[src/hw/rtl/epse_pkg.sv]
// Shared constants and types for the encoder period speed estimator.
`timescale 1ns / 1ps

package epse_pkg;

  // Default structure parameters
  localparam int unsigned DEFAULT_HISTORY_DEPTH = 4;
  localparam int unsigned DEFAULT_FRACTION_BITS = 8;

  // Fixed field widths
  localparam int unsigned TS_W       = 32;
  localparam int unsigned SCALE_W    = 24;
  localparam int unsigned SPEED_W    = 32;
  localparam int unsigned CFG_IDX_W  = 2;
  localparam int unsigned CFG_DATA_W = 32;

  // Configuration register indexes
  localparam logic [CFG_IDX_W-1:0] CFG_TIMEOUT = 2'd0;
  localparam logic [CFG_IDX_W-1:0] CFG_SCALE   = 2'd1;

  // Register reset values
  localparam logic [TS_W-1:0]    TIMEOUT_RESET = 32'd111111;
  localparam logic [SCALE_W-1:0] SCALE_RESET   = 24'd111111;

  // Input command codes
  localparam logic CMD_PULSE = 1'b0;
  localparam logic CMD_QUERY = 1'b1;

  // Sequencer states, one-hot
  typedef enum logic [3:0] {
    S_IDLE = 4'b0001,
    S_SUM  = 4'b0010,
    S_DIV  = 4'b0100,
    S_DONE = 4'b1000
  } state_e;

endpackage

[src/hw/rtl/encoder_period_speed_estimator.sv]
// Encoder speed estimator: period history, summing pass and radix-2 divider.
`timescale 1ns / 1ps
// A pulse item yields no result and leaves ready high; a stalled query skips the sum and divide.
// Other queries run a summing pass and a radix-2 divider: one adder sums the history, then
// restores one quotient bit a cycle. A zero history sum gives zero speed without the division
// steps; ready stays low until the result enters the output register, and longer while a
// waiting result still holds that register.
// Reset (rst_ni low, async) clears history, pulse times, sequencer, output valid; loads registers.

module encoder_period_speed_estimator #(
  parameter int unsigned HISTORY_DEPTH = epse_pkg::DEFAULT_HISTORY_DEPTH,
  parameter int unsigned FRACTION_BITS = epse_pkg::DEFAULT_FRACTION_BITS
) (
  input  logic                            clk_i,
  input  logic                            rst_ni,
  // configuration write port
  input  logic                            cfg_we_i,
  input  logic [epse_pkg::CFG_IDX_W-1:0]  cfg_idx_i,
  input  logic [epse_pkg::CFG_DATA_W-1:0] cfg_wdata_i,
  // input stream
  input  logic                            s_axis_tvalid_i,
  output logic                            s_axis_tready_o,
  input  logic [epse_pkg::TS_W-1:0]       s_axis_tdata_i,  // [31:0] timestamp_us
  input  logic                            s_axis_tuser_i,  // [0] command
  // result stream
  output logic                            m_axis_tvalid_o,
  input  logic                            m_axis_tready_i,
  output logic [epse_pkg::SPEED_W-1:0]    m_axis_tdata_o,  // [31:0] speed
  output logic                            m_axis_tuser_o   // [0] stalled
);

  localparam int unsigned TS_W    = epse_pkg::TS_W;
  localparam int unsigned SPEED_W = epse_pkg::SPEED_W;
  localparam int unsigned SUM_W   = TS_W + $clog2(HISTORY_DEPTH);
  localparam int unsigned AW      = SUM_W + 1;
  localparam int unsigned NUM_W   = epse_pkg::SCALE_W + FRACTION_BITS
                                    + $clog2(HISTORY_DEPTH + 1);
  localparam int unsigned CNT_W   = $clog2(NUM_W + 1);
  localparam int unsigned IDX_W   = $clog2(HISTORY_DEPTH);
  localparam int unsigned QX_W    = ((NUM_W > SPEED_W) ? NUM_W : SPEED_W) + 1;

  epse_pkg::state_e state_q, state_d;

  logic [TS_W-1:0]                timeout_q;
  logic [epse_pkg::SCALE_W-1:0]   scale_q;
  logic [TS_W-1:0]                hist_q [HISTORY_DEPTH];
  logic [TS_W-1:0]                last_q, prior_q;
  logic [AW-1:0]                  acc_q, acc_d;
  logic [SUM_W-1:0]               rem_q, rem_d;
  logic [NUM_W-1:0]               num_q, num_d;
  logic [CNT_W-1:0]               cnt_q, cnt_d;
  logic [IDX_W-1:0]               idx_q, idx_d;
  logic [SPEED_W-1:0]             res_speed_q, res_speed_d;
  logic                           res_stall_q, res_stall_d;
  logic                           out_valid_q, out_valid_d;
  logic [SPEED_W-1:0]             out_speed_q;
  logic                           out_stall_q;

  logic                           in_acc;
  logic                           out_load;
  logic [TS_W-1:0]                elapsed;
  logic [TS_W-1:0]                last_period;
  logic                           is_stall;

  logic [AW-1:0]                  alu_a, alu_b;
  logic                           alu_cin;
  logic [AW:0]                    alu_res;
  logic [AW-1:0]                  rem_sh;
  logic [QX_W-1:0]                q_ext;

  assign s_axis_tready_o = (state_q == epse_pkg::S_IDLE);
  assign in_acc          = s_axis_tvalid_i & s_axis_tready_o;
  assign elapsed         = s_axis_tdata_i - last_q;
  assign last_period     = last_q - prior_q;
  assign is_stall        = (elapsed > timeout_q);

  // Shared add/subtract unit: history sum, then divider trial subtraction
  assign rem_sh = {rem_q, num_q[NUM_W-1]};
  always_comb begin
    if (state_q == epse_pkg::S_SUM) begin
      alu_a   = acc_q;
      alu_b   = AW'(hist_q[idx_q]);
      alu_cin = 1'b0;
    end else begin
      alu_a   = rem_sh;
      alu_b   = ~acc_q;
      alu_cin = 1'b1;
    end
    alu_res = {1'b0, alu_a} + {1'b0, alu_b} + (AW + 1)'(alu_cin);
  end

  // Saturate the quotient taken after the final division step
  assign q_ext = QX_W'({num_q[NUM_W-2:0], alu_res[AW]});

  // Sequencer
  always_comb begin
    state_d     = state_q;
    acc_d       = acc_q;
    rem_d       = rem_q;
    num_d       = num_q;
    cnt_d       = cnt_q;
    idx_d       = idx_q;
    res_speed_d = res_speed_q;
    res_stall_d = res_stall_q;
    out_load    = 1'b0;
    case (state_q)
      epse_pkg::S_IDLE: begin
        if (in_acc && (s_axis_tuser_i == epse_pkg::CMD_QUERY)) begin
          if (is_stall) begin
            res_speed_d = '0;
            res_stall_d = 1'b1;
            state_d     = epse_pkg::S_DONE;
          end else begin
            acc_d       = '0;
            idx_d       = '0;
            res_stall_d = 1'b0;
            state_d     = epse_pkg::S_SUM;
          end
        end
      end
      epse_pkg::S_SUM: begin
        acc_d = alu_res[AW-1:0];
        idx_d = idx_q + IDX_W'(1);
        if (idx_q == IDX_W'(HISTORY_DEPTH - 1)) begin
          rem_d   = '0;
          num_d   = (NUM_W'(scale_q) * NUM_W'(HISTORY_DEPTH)) << FRACTION_BITS;
          cnt_d   = CNT_W'(NUM_W);
          state_d = epse_pkg::S_DIV;
        end
      end
      epse_pkg::S_DIV: begin
        if (acc_q == '0) begin
          // empty history gives zero speed
          res_speed_d = '0;
          state_d     = epse_pkg::S_DONE;
        end else begin
          if (alu_res[AW]) begin
            rem_d = alu_res[SUM_W-1:0];
          end else begin
            rem_d = rem_sh[SUM_W-1:0];
          end
          num_d = {num_q[NUM_W-2:0], alu_res[AW]};
          cnt_d = cnt_q - CNT_W'(1);
          if (cnt_q == CNT_W'(1)) begin
            res_speed_d = (|q_ext[QX_W-1:SPEED_W]) ? '1 : q_ext[SPEED_W-1:0];
            state_d     = epse_pkg::S_DONE;
          end
        end
      end
      epse_pkg::S_DONE: begin
        if (!out_valid_q || m_axis_tready_i) begin
          out_load = 1'b1;
          state_d  = epse_pkg::S_IDLE;
        end
      end
      default: begin
        state_d = epse_pkg::S_IDLE;
      end
    endcase
  end

  assign out_valid_d = (out_valid_q & ~m_axis_tready_i) | out_load;

  // Control and architectural state
  always_ff @(posedge clk_i or negedge rst_ni) begin
    if (!rst_ni) begin
      state_q     <= epse_pkg::S_IDLE;
      out_valid_q <= 1'b0;
      timeout_q   <= epse_pkg::TIMEOUT_RESET;
      scale_q     <= epse_pkg::SCALE_RESET;
      last_q      <= '0;
      prior_q     <= '0;
      for (int i = 0; i < HISTORY_DEPTH; i++) begin
        hist_q[i] <= '0;
      end
    end else begin
      state_q     <= state_d;
      out_valid_q <= out_valid_d;
      // register writes
      if (cfg_we_i) begin
        case (cfg_idx_i)
          epse_pkg::CFG_TIMEOUT: timeout_q <= cfg_wdata_i[TS_W-1:0];
          epse_pkg::CFG_SCALE:   scale_q   <= cfg_wdata_i[epse_pkg::SCALE_W-1:0];
          default: ;
        endcase
      end
      // history update on accepted items
      if (in_acc) begin
        if (s_axis_tuser_i == epse_pkg::CMD_PULSE) begin
          prior_q <= last_q;
          last_q  <= s_axis_tdata_i;
          for (int i = 0; i < HISTORY_DEPTH - 1; i++) begin
            hist_q[i] <= hist_q[i+1];
          end
          hist_q[HISTORY_DEPTH-1] <= s_axis_tdata_i - last_q;
        end else if (!is_stall) begin
          hist_q[HISTORY_DEPTH-1] <= (last_period > elapsed) ? last_period : elapsed;
        end
      end
    end
  end

  // Datapath registers
  always_ff @(posedge clk_i) begin
    acc_q       <= acc_d;
    rem_q       <= rem_d;
    num_q       <= num_d;
    cnt_q       <= cnt_d;
    idx_q       <= idx_d;
    res_speed_q <= res_speed_d;
    res_stall_q <= res_stall_d;
    if (out_load) begin
      out_speed_q <= res_speed_q;
      out_stall_q <= res_stall_q;
    end
  end

  assign m_axis_tvalid_o = out_valid_q;
  assign m_axis_tdata_o  = out_speed_q;
  assign m_axis_tuser_o  = out_stall_q;

endmodule

[config.mk]
export PLATFORM = sky130hd
export DESIGN_NAME = encoder_period_speed_estimator
export DESIGN_NICKNAME = d
export VERILOG_FILES = /design/src/hw/rtl/epse_pkg.sv /design/src/hw/rtl/encoder_period_speed_estimator.sv
export SDC_FILE = /design/constraint.sdc
export NUM_CORES = 1
export LEC_CHECK = 0
export BUFFER_PORTS_ARGS = -buffer_cell sky130_fd_sc_hd__buf_2
export CAP_MARGIN = 20
export CELL_PAD_IN_SITES_DETAIL_PLACEMENT = 1
export CELL_PAD_IN_SITES_GLOBAL_PLACEMENT = 2
export CORE_MARGIN = 4
export CORE_UTILIZATION = 41
export CTS_CLUSTER_DIAMETER = 150
export DETAILED_ROUTE_END_ITERATION = 16
export HOLD_SLACK_MARGIN = 0.03
export PLACE_DENSITY_LB_ADDON = 0.1
export SYNTH_ARGS = -nofsm -noshare
export SYNTH_HDL_FRONTEND = slang
export SYNTH_SLANG_ARGS = --single-unit
[constraint.sdc]
create_clock -name clk_i -period 8.55 [get_ports clk_i]
set_input_delay 1.71 -clock clk_i [delete_from_list [all_inputs] [get_ports clk_i]]
set_output_delay 1.71 -clock clk_i [all_outputs]
set_load 0.01 [all_outputs]
# --- Word level (Yosys, flattened, before mapping) ---
# Cells that the tools add are included.
totals:
  reg_bits: 431
  inputBits: 72
  word_cells: 109
classes:
  addsub: 6
  magnitude_cmp: 3
  eq_ne: 15
  muxes: 41
  n_bitwise: 7
  reduce_logical: 18
op_table:
  columns: ["operator", "count"]
  rows:
  - ["$mux W32", 10]
  - ["$mux W35", 6]
  - ["$pmux W35 S2", 2]
  - ["$mux W34", 3]
  - ["$pmux W34 S2", 1]
  - ["$bmux W32 S2", 1]
  - ["$gt A32 B32 Y1", 2]
  - ["$pmux W32 S2", 1]
  - ["$sub A32 B32 Y32", 2]
  - ["$add A35 B35 Y36", 1]
  - ["$add A36 B1 Y36", 1]
  - ["$logic_not A35 Y1", 1]
  - ["$not A35 Y35", 1]
  - ["$mux W4", 6]
  - ["$pmux W4 S4", 1]
  - ["$mux W6", 2]
  - ["$pmux W6 S2", 1]
  - ["$reduce_and A2 Y1", 5]
  - ["$ne A2 B2 Y1 const B", 4]
  - ["$reduce_and A4 Y1", 2]
  - ["$eq A6 B1 Y1 const B", 1]
  - ["$ne A2 B1 Y1 const B", 3]
  - ["$reduce_and A3 Y1", 2]
  - ["$reduce_bool A2 Y1", 3]
  - ["other kinds (22)", 28]

# --- Longest topological paths before layout ---
# Gate-level depths: netlist of the first run.
logic_depth:
  word_depth: 11
  mapped_depth: 25
  ltp_nobuf: 23

# --- Least setup slack after synthesis of the first run ---
# OpenSTA, ideal clock, no wires.
synth_timing:
  path_kind: "input to register"
  startpoint: "in s_axis_tdata_i[0] (netlist bit)"
  endpoint: "reg acc_q[0], enable pin"
  setup_ns: 0.448
  t_arrival_ns: 7.484
  setup_slack_ns: 0.618
  stages: 22
  n_path_buf: 0
  path_cell_list: "inv_1 > ha_1 > inv_1 > fa_1 > a211oi_1 > nor3_1 > o21a_1 > o31ai_1 > a21oi_1 > o31ai_1 > a21oi_1 > xnor2_1 > ha_1 > a211oi_1 > o21ai_0 > o211ai_1 > a21oi_1 > a2111oi_0 > o311a_1 > a21oi_1 > o21a_1 > a22oi_1"
synth_between:
  elab_chain_len: 4
synth_rtl:
  columns: ["element", "line_no", "text"]
  rows:
  - ["start: declaration", "encoder_period_speed_estimator.sv:23", "input logic [epse_pkg::TS_W-1:0] s_axis_tdata_i,"]
  - ["$sub A32 B32 Y32", "encoder_period_speed_estimator.sv:73", "assign elapsed = s_axis_tdata_i - last_q;"]
  - ["$gt A32 B32 Y1", "encoder_period_speed_estimator.sv:75", "assign is_stall = (elapsed > timeout_q);"]
  - ["named net is_stall", "encoder_period_speed_estimator.sv:63", "logic is_stall;"]
  - ["$ne A2 B2 Y1 (no source line)", null, null]
  - ["$reduce_and A3 Y1 (no source line)", null, null]
  - ["end signal: assignment", "encoder_period_speed_estimator.sv:205", "acc_q <= acc_d;"]
  - ["end: declaration", "encoder_period_speed_estimator.sv:48", "logic [AW-1:0] acc_q, acc_d;"]
# The timed path passes the listed nets, and every way through them passes these cells.
# A chain may end at the register's enable or synchronous reset.

# --- Worst setup path in the final report of the first run ---
layout_timing:
  startpoint: "in s_axis_tdata_i[0] (netlist bit)"
  endpoint: "reg res_speed_q[24], enable pin"
layout_between:
  elab_chain_len: 4
layout_rtl:
  columns: ["element", "line_no", "text"]
  rows:
  - ["$sub A32 B32 Y32", "encoder_period_speed_estimator.sv:73", null]
  - ["$gt A32 B32 Y1", "encoder_period_speed_estimator.sv:75", null]
  - ["named net is_stall", "encoder_period_speed_estimator.sv:63", null]
  - ["$ne A2 B1 Y1 (no source line)", null, null]
  - ["$reduce_and A4 Y1 (no source line)", null, null]
  - ["end signal: assignment", "encoder_period_speed_estimator.sv:210", "res_speed_q <= res_speed_d;"]
  - ["end: declaration", "encoder_period_speed_estimator.sv:53", "logic [SPEED_W-1:0] res_speed_q, res_speed_d;"]
# The timed path passes the listed nets, and every way through them passes these cells.

==> flow_summary_export.csv, run 1 <==
group,metric,value,unit
detailed_routing,vias_per_cell,5.50,
synthesis,ys_seq_area_frac,0.464,
die,design.portCount,107,
sta,max_freq,144,MHz
sta,setup_viol,0,
sta,finalCritPeriodShare,0.813,
worst_setup_path,worstPathArrival,7.29,ns
synthesis,synth_xor_area_frac,0.0280,
synthesis,synth-simple-area-share,0.141,
global_route,track_usage,0.210,
synthesis,synthAdderAreaFrac,0.0820,
die,die_h,256,um
sta,max_slew.worst_pin.slew,0.952,ns
detailed_routing,firstDrtPassIters,5,
clock_network,cts_sinks,431,
synthesis,synthMuxAreaShare,0.101,
sta,slew_viol_final,0,
synthesis,syn_inst,2495,
clock_network,tritoncts,"built",
detailed_routing,drc,0,
sta,hold_violations,0,
synthesis,ys.flop_type,"dfrtp_1",
worst_setup_path,start_kind,"primary input",
global_route,grt_max_degree,136,
sta,rsz0062_at_grt,"no",
die,fp.dieW,256,um
die,start_util,0.416,
place,dp_hpwl,50700,um
worst_setup_path,crit_fanout,32,
clock_network,cts_htree_levels,2,
detailed_routing,drt-initial-drc-count,970,
synthesis,syn_nets,2730,
finish,layout_commonest_cell,"nand2_1",
synthesis,ys_warn_count,0,
detailed_routing,wl,69300,um
synthesis,ys_types,88,
finish,area_delta_synth_final,12.7,%
synthesis,synth_top_family_by_area,"compound AO/OA/AOI/OAI gates",
synthesis,ys_seq_elements,431,
detailed_routing,dr_total_vias,18700,
clock_network,clkTransAtPathRegs,0.06,ns
synthesis,synth_edf_count,178,
worst_setup_path,cp-end-kind,"flop",
clock_network,insertion_delay,0.62,ns
finish,mostFrequentLayoutCells,"364 x nand2_1, 236 x dfrtp_1, 189 x a21oi_1",
clock_network,holdBufCountCts,0,
sta,fin_setup_tns,0,ns
worst_setup_path,reg2reg_slack,2.41,ns
synthesis,syn_area,0.0252,sq mm
worst_setup_path,path_class,"in2reg",
detailed_routing,wire_per_inst,20.4,um
sta,fin_crit,6.95,ns
place,portBuffers,106,
finish,fin_nets,2814,
global_route,grt_pass1_vias,20000,
clock_network,cts_resized,0,
finish,final_layout_size_suffix_gt1_frac,0.180,
worst_setup_path,crit_required,8.88,ns
sta,slew_headroom,0.366,
synthesis,synth_compound_area_frac,0.142,
die,rows,90,
detailed_routing,final_antenna_net_count,0,
clock_network,cts_root_buf,"clkbuf_16",
place,gp_congestion,0.925,
global_route,grt_pass1_wl,112000,um
synthesis,ys_async_sr_fraction,0.587,
job,maxCapViolCount,0,
die,dieArea,0.0656,sq mm
synthesis,avgSynthCellArea,10.1,sq um
global_route,antenna_found_initial,2,
clock_network,clk_path_buf_depth,3,
clock_network,numCtsBuffers,50,
run_status,status,"completed",
clock_network,cts_setup_buffers,0,
sta,worst_clock_skew,0.0351,ns
min_path,min_path_type,"reg2reg",
die,fp.coreArea,0.0606,sq mm
global_route,grt_overflow,0,
==> layer usage <==
layer  part of all wire  global-route usage  vias up  wire length (um)
li1                   -                   -     9082                 -
met1               0.46               0.283     9359             31800
met2               0.49               0.362      202             33900
met3              0.027              0.0237       93              1900
met4              0.025              0.0541        2              1700
met5            0.00010                   0        -                 7
==> Yosys cell counts, types with 29 or more instances <==
| master | instances | area share |
|---|---|---|
| inv_1 | 162 | 0.024 |
| nand2_1 | 365 | 0.054 |
| o21ai_0 | 131 | 0.026 |
| clkbuf_1 | 73 | 0.011 |
| edfxtp_1 | 178 | 0.21 |
| nor2_1 | 173 | 0.026 |
| a31oi_1 | 40 | 0.0099 |
| a21oi_1 | 189 | 0.037 |
| ha_1 | 159 | 0.079 |
| a21o_1 | 50 | 0.015 |
| dfrtp_1 | 236 | 0.23 |
| xnor2_1 | 64 | 0.022 |
| and2_1 | 40 | 0.0099 |
| mux4_2 | 32 | 0.029 |
| nand3_1 | 59 | 0.012 |
| nor3_1 | 29 | 0.0058 |
| mux2_2 | 156 | 0.070 |
==> final timing paths <==
| kind | start | to | depth (start not counted) |
|---|---|---|---|
| setup reg to reg | last_q[7] | res_speed_q[24] | 24 |
| setup / recovery | s_axis_tdata_i[0] | res_speed_q[24] | 26 |
| hold / removal | res_speed_q[0] | m_axis_tdata_o[0] | 0 |
| hold reg to reg | res_speed_q[0] | m_axis_tdata_o[0] | 0 |
| min in group asynchronous | rst_ni | last_q[5] | 1 |
| max in group asynchronous | rst_ni | hist_q[89] | 2 |
==> critical path: stages <==
cell and delay [ns]:
buf_2 0.10, inv_1 0.06, ha_1 0.17, inv_1 0.06, fa_1 0.43, a211oi_1 0.34, nor3_1 0.11, o21a_1 0.29
o31ai_1 0.49, a21oi_1 0.17, o31ai_1 0.36, a21oi_1 0.16, xnor2_1 0.19, ha_1 0.22, a211oi_1 0.20, o21ai_0 0.12
o211ai_1 0.11, a21oi_1 0.09, a2111oi_0 0.52, buf_4 0.21, o311a_1 0.15, a21oi_1 0.09, o21a_1 0.32, a21oi_1 0.27
nor2_2 0.05, buf_4 0.27
==> area by class of cell <==
type	instances	area, sq um
clock inverter	27	344
tap	782	978
timing repair buffer	138	873
clock buffer	67	1430
sequential	431	11700
inverter	164	617
antenna	1	2.50
fill	6735	32100
multi-input combinational	1794	12500
==> sequential cells by signal, indices dropped and copies added, names as in the netlist, 32 cells and up <==
signal          count
acc_q              35
hist_q            128
last_q             32
m_axis_tdata_o     32
num_q              35
prior_q            32
rem_q              34
res_speed_q        32
timeout_q          32
==> stage by stage <==
step                 util  instances  hold WS, ns  cell area [sq um]  setup WS [ns]
global route        0.469       3404        0.425              28400           1.17
global placement    0.439       3305        0.404              26600          0.977
detailed placement  0.439       3305        0.406              26600          0.946
CTS                 0.468       3399        0.421              28300           1.55
floorplan               -       2495        0.400              25200          0.618
finish              0.469       3404        0.415              28400           1.60
==> cell families after synthesis <==
kind of cell	Yosys count
fa+ha+maj	163
xor+xnor	79
flops	431
buf+inv	270
simple gates	792
compound gates	566
mux	194
Power of run 1 is not shown: default switching activity piles up to over one toggle a cycle in this logic, so the estimate is an artifact.
==> inputs of run 2 (changes only) <==
- clock period: 8.55 -> 7 ns (I/O delays scaled with it)
==> run 2 against run 1 <==
Core utilization increased by 0.21 points. Sequential share of layout area decreased by 0.19 points. Die area unchanged. Critical path type unchanged.
==> flow_summary_export.csv, run 2 (same netlist as run 1, synthesis figures left out) <==
group,metric,value,unit
run_status,status,"completed",
worst_setup_path,worstSetupStartpoint,"s_axis_tdata_i[0]",
sta,slew_headroom,0.388,
finish,reg_top3,"hist_q: 128 flops, acc_q: 35 flops, num_q: 35 flops",
detailed_routing,final_antenna_net_count,0,
finish,mostFrequentLayoutCells,"364 x nand2_1, 236 x dfrtp_1, 189 x a21oi_1",
die,die_h,256,um
sta,hold_violations,0,
global_route,grt_max_degree,171,
sta,setup_viol,0,
finish,final_area,0.0286,sq mm
worst_setup_path,start_kind,"primary input",
clock_network,insertion_delay,0.62,ns
clock_network,cts_resized,0,
die,fp.coreArea,0.0606,sq mm
global_route,grt_overflow,0,
detailed_routing,wl,69300,um
worst_setup_path,path_class,"in2reg",
clock_network,clkTransAtPathRegs,0.06,ns
global_route,track_usage,0.209,
sta,fin_ws,0.482,ns
min_path,holdPathStages,0,
min_path,hold-path-endpoint,"m_axis_tdata_o[21]",
sta,fin_setup_tns,0,ns
worst_setup_path,reg2reg_slack,1.02,ns
place,gp_congestion,0.857,
die,rows,90,
finish,layout_commonest_cell,"nand2_1",
sta,fin_crit,6.52,ns
detailed_routing,vias_per_cell,5.50,
worst_setup_path,worstPathArrival,6.82,ns
finish,multi_input_area,0.0125,sq mm
clock_network,holdBufCountCts,0,
die,dieArea,0.0656,sq mm
sta,slew_viol_final,0,
clock_network,cts_htree_levels,2,
global_route,antenna_found_initial,2,
finish,final_layout_size_suffix_gt1_frac,0.186,
worst_setup_path,cp-end-kind,"flop",
worst_setup_path,r2r-end,"acc_q[32]",
die,design.portCount,107,
job,maxCapViolCount,0,
place,place_area,0.0268,sq mm
worst_setup_path,reg2reg_depth,22,
detailed_routing,drt-initial-drc-count,970,
finish,fin_nets,2840,
detailed_routing,wire_per_inst,20.2,um
detailed_routing,dr_total_vias,18900,
finish,largest_reg_flops,128,
finish,n_fill_cell,6755,
sta,worst_clock_skew,0.0320,ns
min_path,hp-start,"res_speed_q[21]",
finish,largest_register,"hist_q",
clock_network,cts_sinks,431,
die,start_util,0.416,
min_path,min_path_type,"reg2reg",
global_route,grt_pass1_vias,20300,
worst_setup_path,crit_fanout,37,
place,pre_cts_slack,-0.203,ns
sta,finalCritPeriodShare,0.931,
finish,area_delta_synth_final,13.2,%
sta,rsz0062_at_grt,"no",
place,dp_hpwl,51100,um
worst_setup_path,reg2reg_from,"last_q[8]",
global_route,grt_pass1_wl,112000,um
clock_network,cts_root_buf,"clkbuf_16",
detailed_routing,drc,0,
sta,max_freq,153,MHz
clock_network,tritoncts,"built",
clock_network,cts_setup_buffers,0,
clock_network,numCtsBuffers,49,
clock_network,clk_path_buf_depth,3,
worst_setup_path,crit_required,7.30,ns
sta,max_slew.worst_pin.slew,0.909,ns
finish,layout.area.seq,0.0117,sq mm
die,fp.dieW,256,um
place,portBuffers,106,
detailed_routing,firstDrtPassIters,4,
[run 2: routing by layer]
layer	vias up	routed length, um	global-route usage
met1	9471	31900	0.281
li1	9127	-	-
met2	177	34100	0.362
met4	0	1710	0.0545
met3	100	1700	0.0238
met5	-	0	0
[run 2: worst max path at each step]
| stage | to | slack [ns] | cells after the start |
|---|---|---|---|
| global route | hist_q[0] | 0.04 | 28 |
| finish | acc_q[32] | 0.48 | 26 |
| CTS | acc_q[32] | 0.44 | 26 |
| detailed placement | acc_q[31] | -0.20 | 22 |
| global placement | acc_q[31] | -0.03 | 22 |
| floorplan | res_speed_q[0] | 0.10 | 19 |
[run 2: worst max-delay path: stages]
cell	delay (ns)
buf_2	0.10
inv_1	0.06
ha_1	0.18
inv_1	0.06
fa_1	0.41
a211oi_1	0.36
nor3_1	0.14
o21a_1	0.28
o31ai_1	0.33
buf_4	0.19
a21oi_1	0.08
o31ai_1	0.32
a21oi_1	0.16
o211ai_1	0.32
ha_1	0.33
nand4_1	0.09
nor2_1	0.07
nand2_1	0.07
nor2_1	0.04
a2111oi_1	0.52
buf_4	0.21
o311a_1	0.15
a21oi_1	0.08
o21a_1	0.32
a22oi_2	0.25
buf_12	0.27
[run 2: final cells by class]
class	instances	share of cell area
multi-input cells	1794	0.438
flip-flops and latches	431	0.409
clock buffers	71	0.0490
repair buffers	165	0.0385
well taps	782	0.0342
inverters	164	0.0216
clock inverters	20	0.00955
diodes	2	0.000175
[run 2: metrics by stage]
| step | hold WS, ns | util | instances |
|---|---|---|---|
| final | 0.416 | 0.472 | 3429 |
| after global routing | 0.425 | 0.471 | 3427 |
| after CTS | 0.420 | 0.470 | 3424 |
| after detailed placement | 0.406 | 0.443 | 3333 |
| after global placement | 0.404 | 0.443 | 3333 |
| after floorplan | 0.400 | - | 2495 |
Power of run 2 is left out for the same reason.
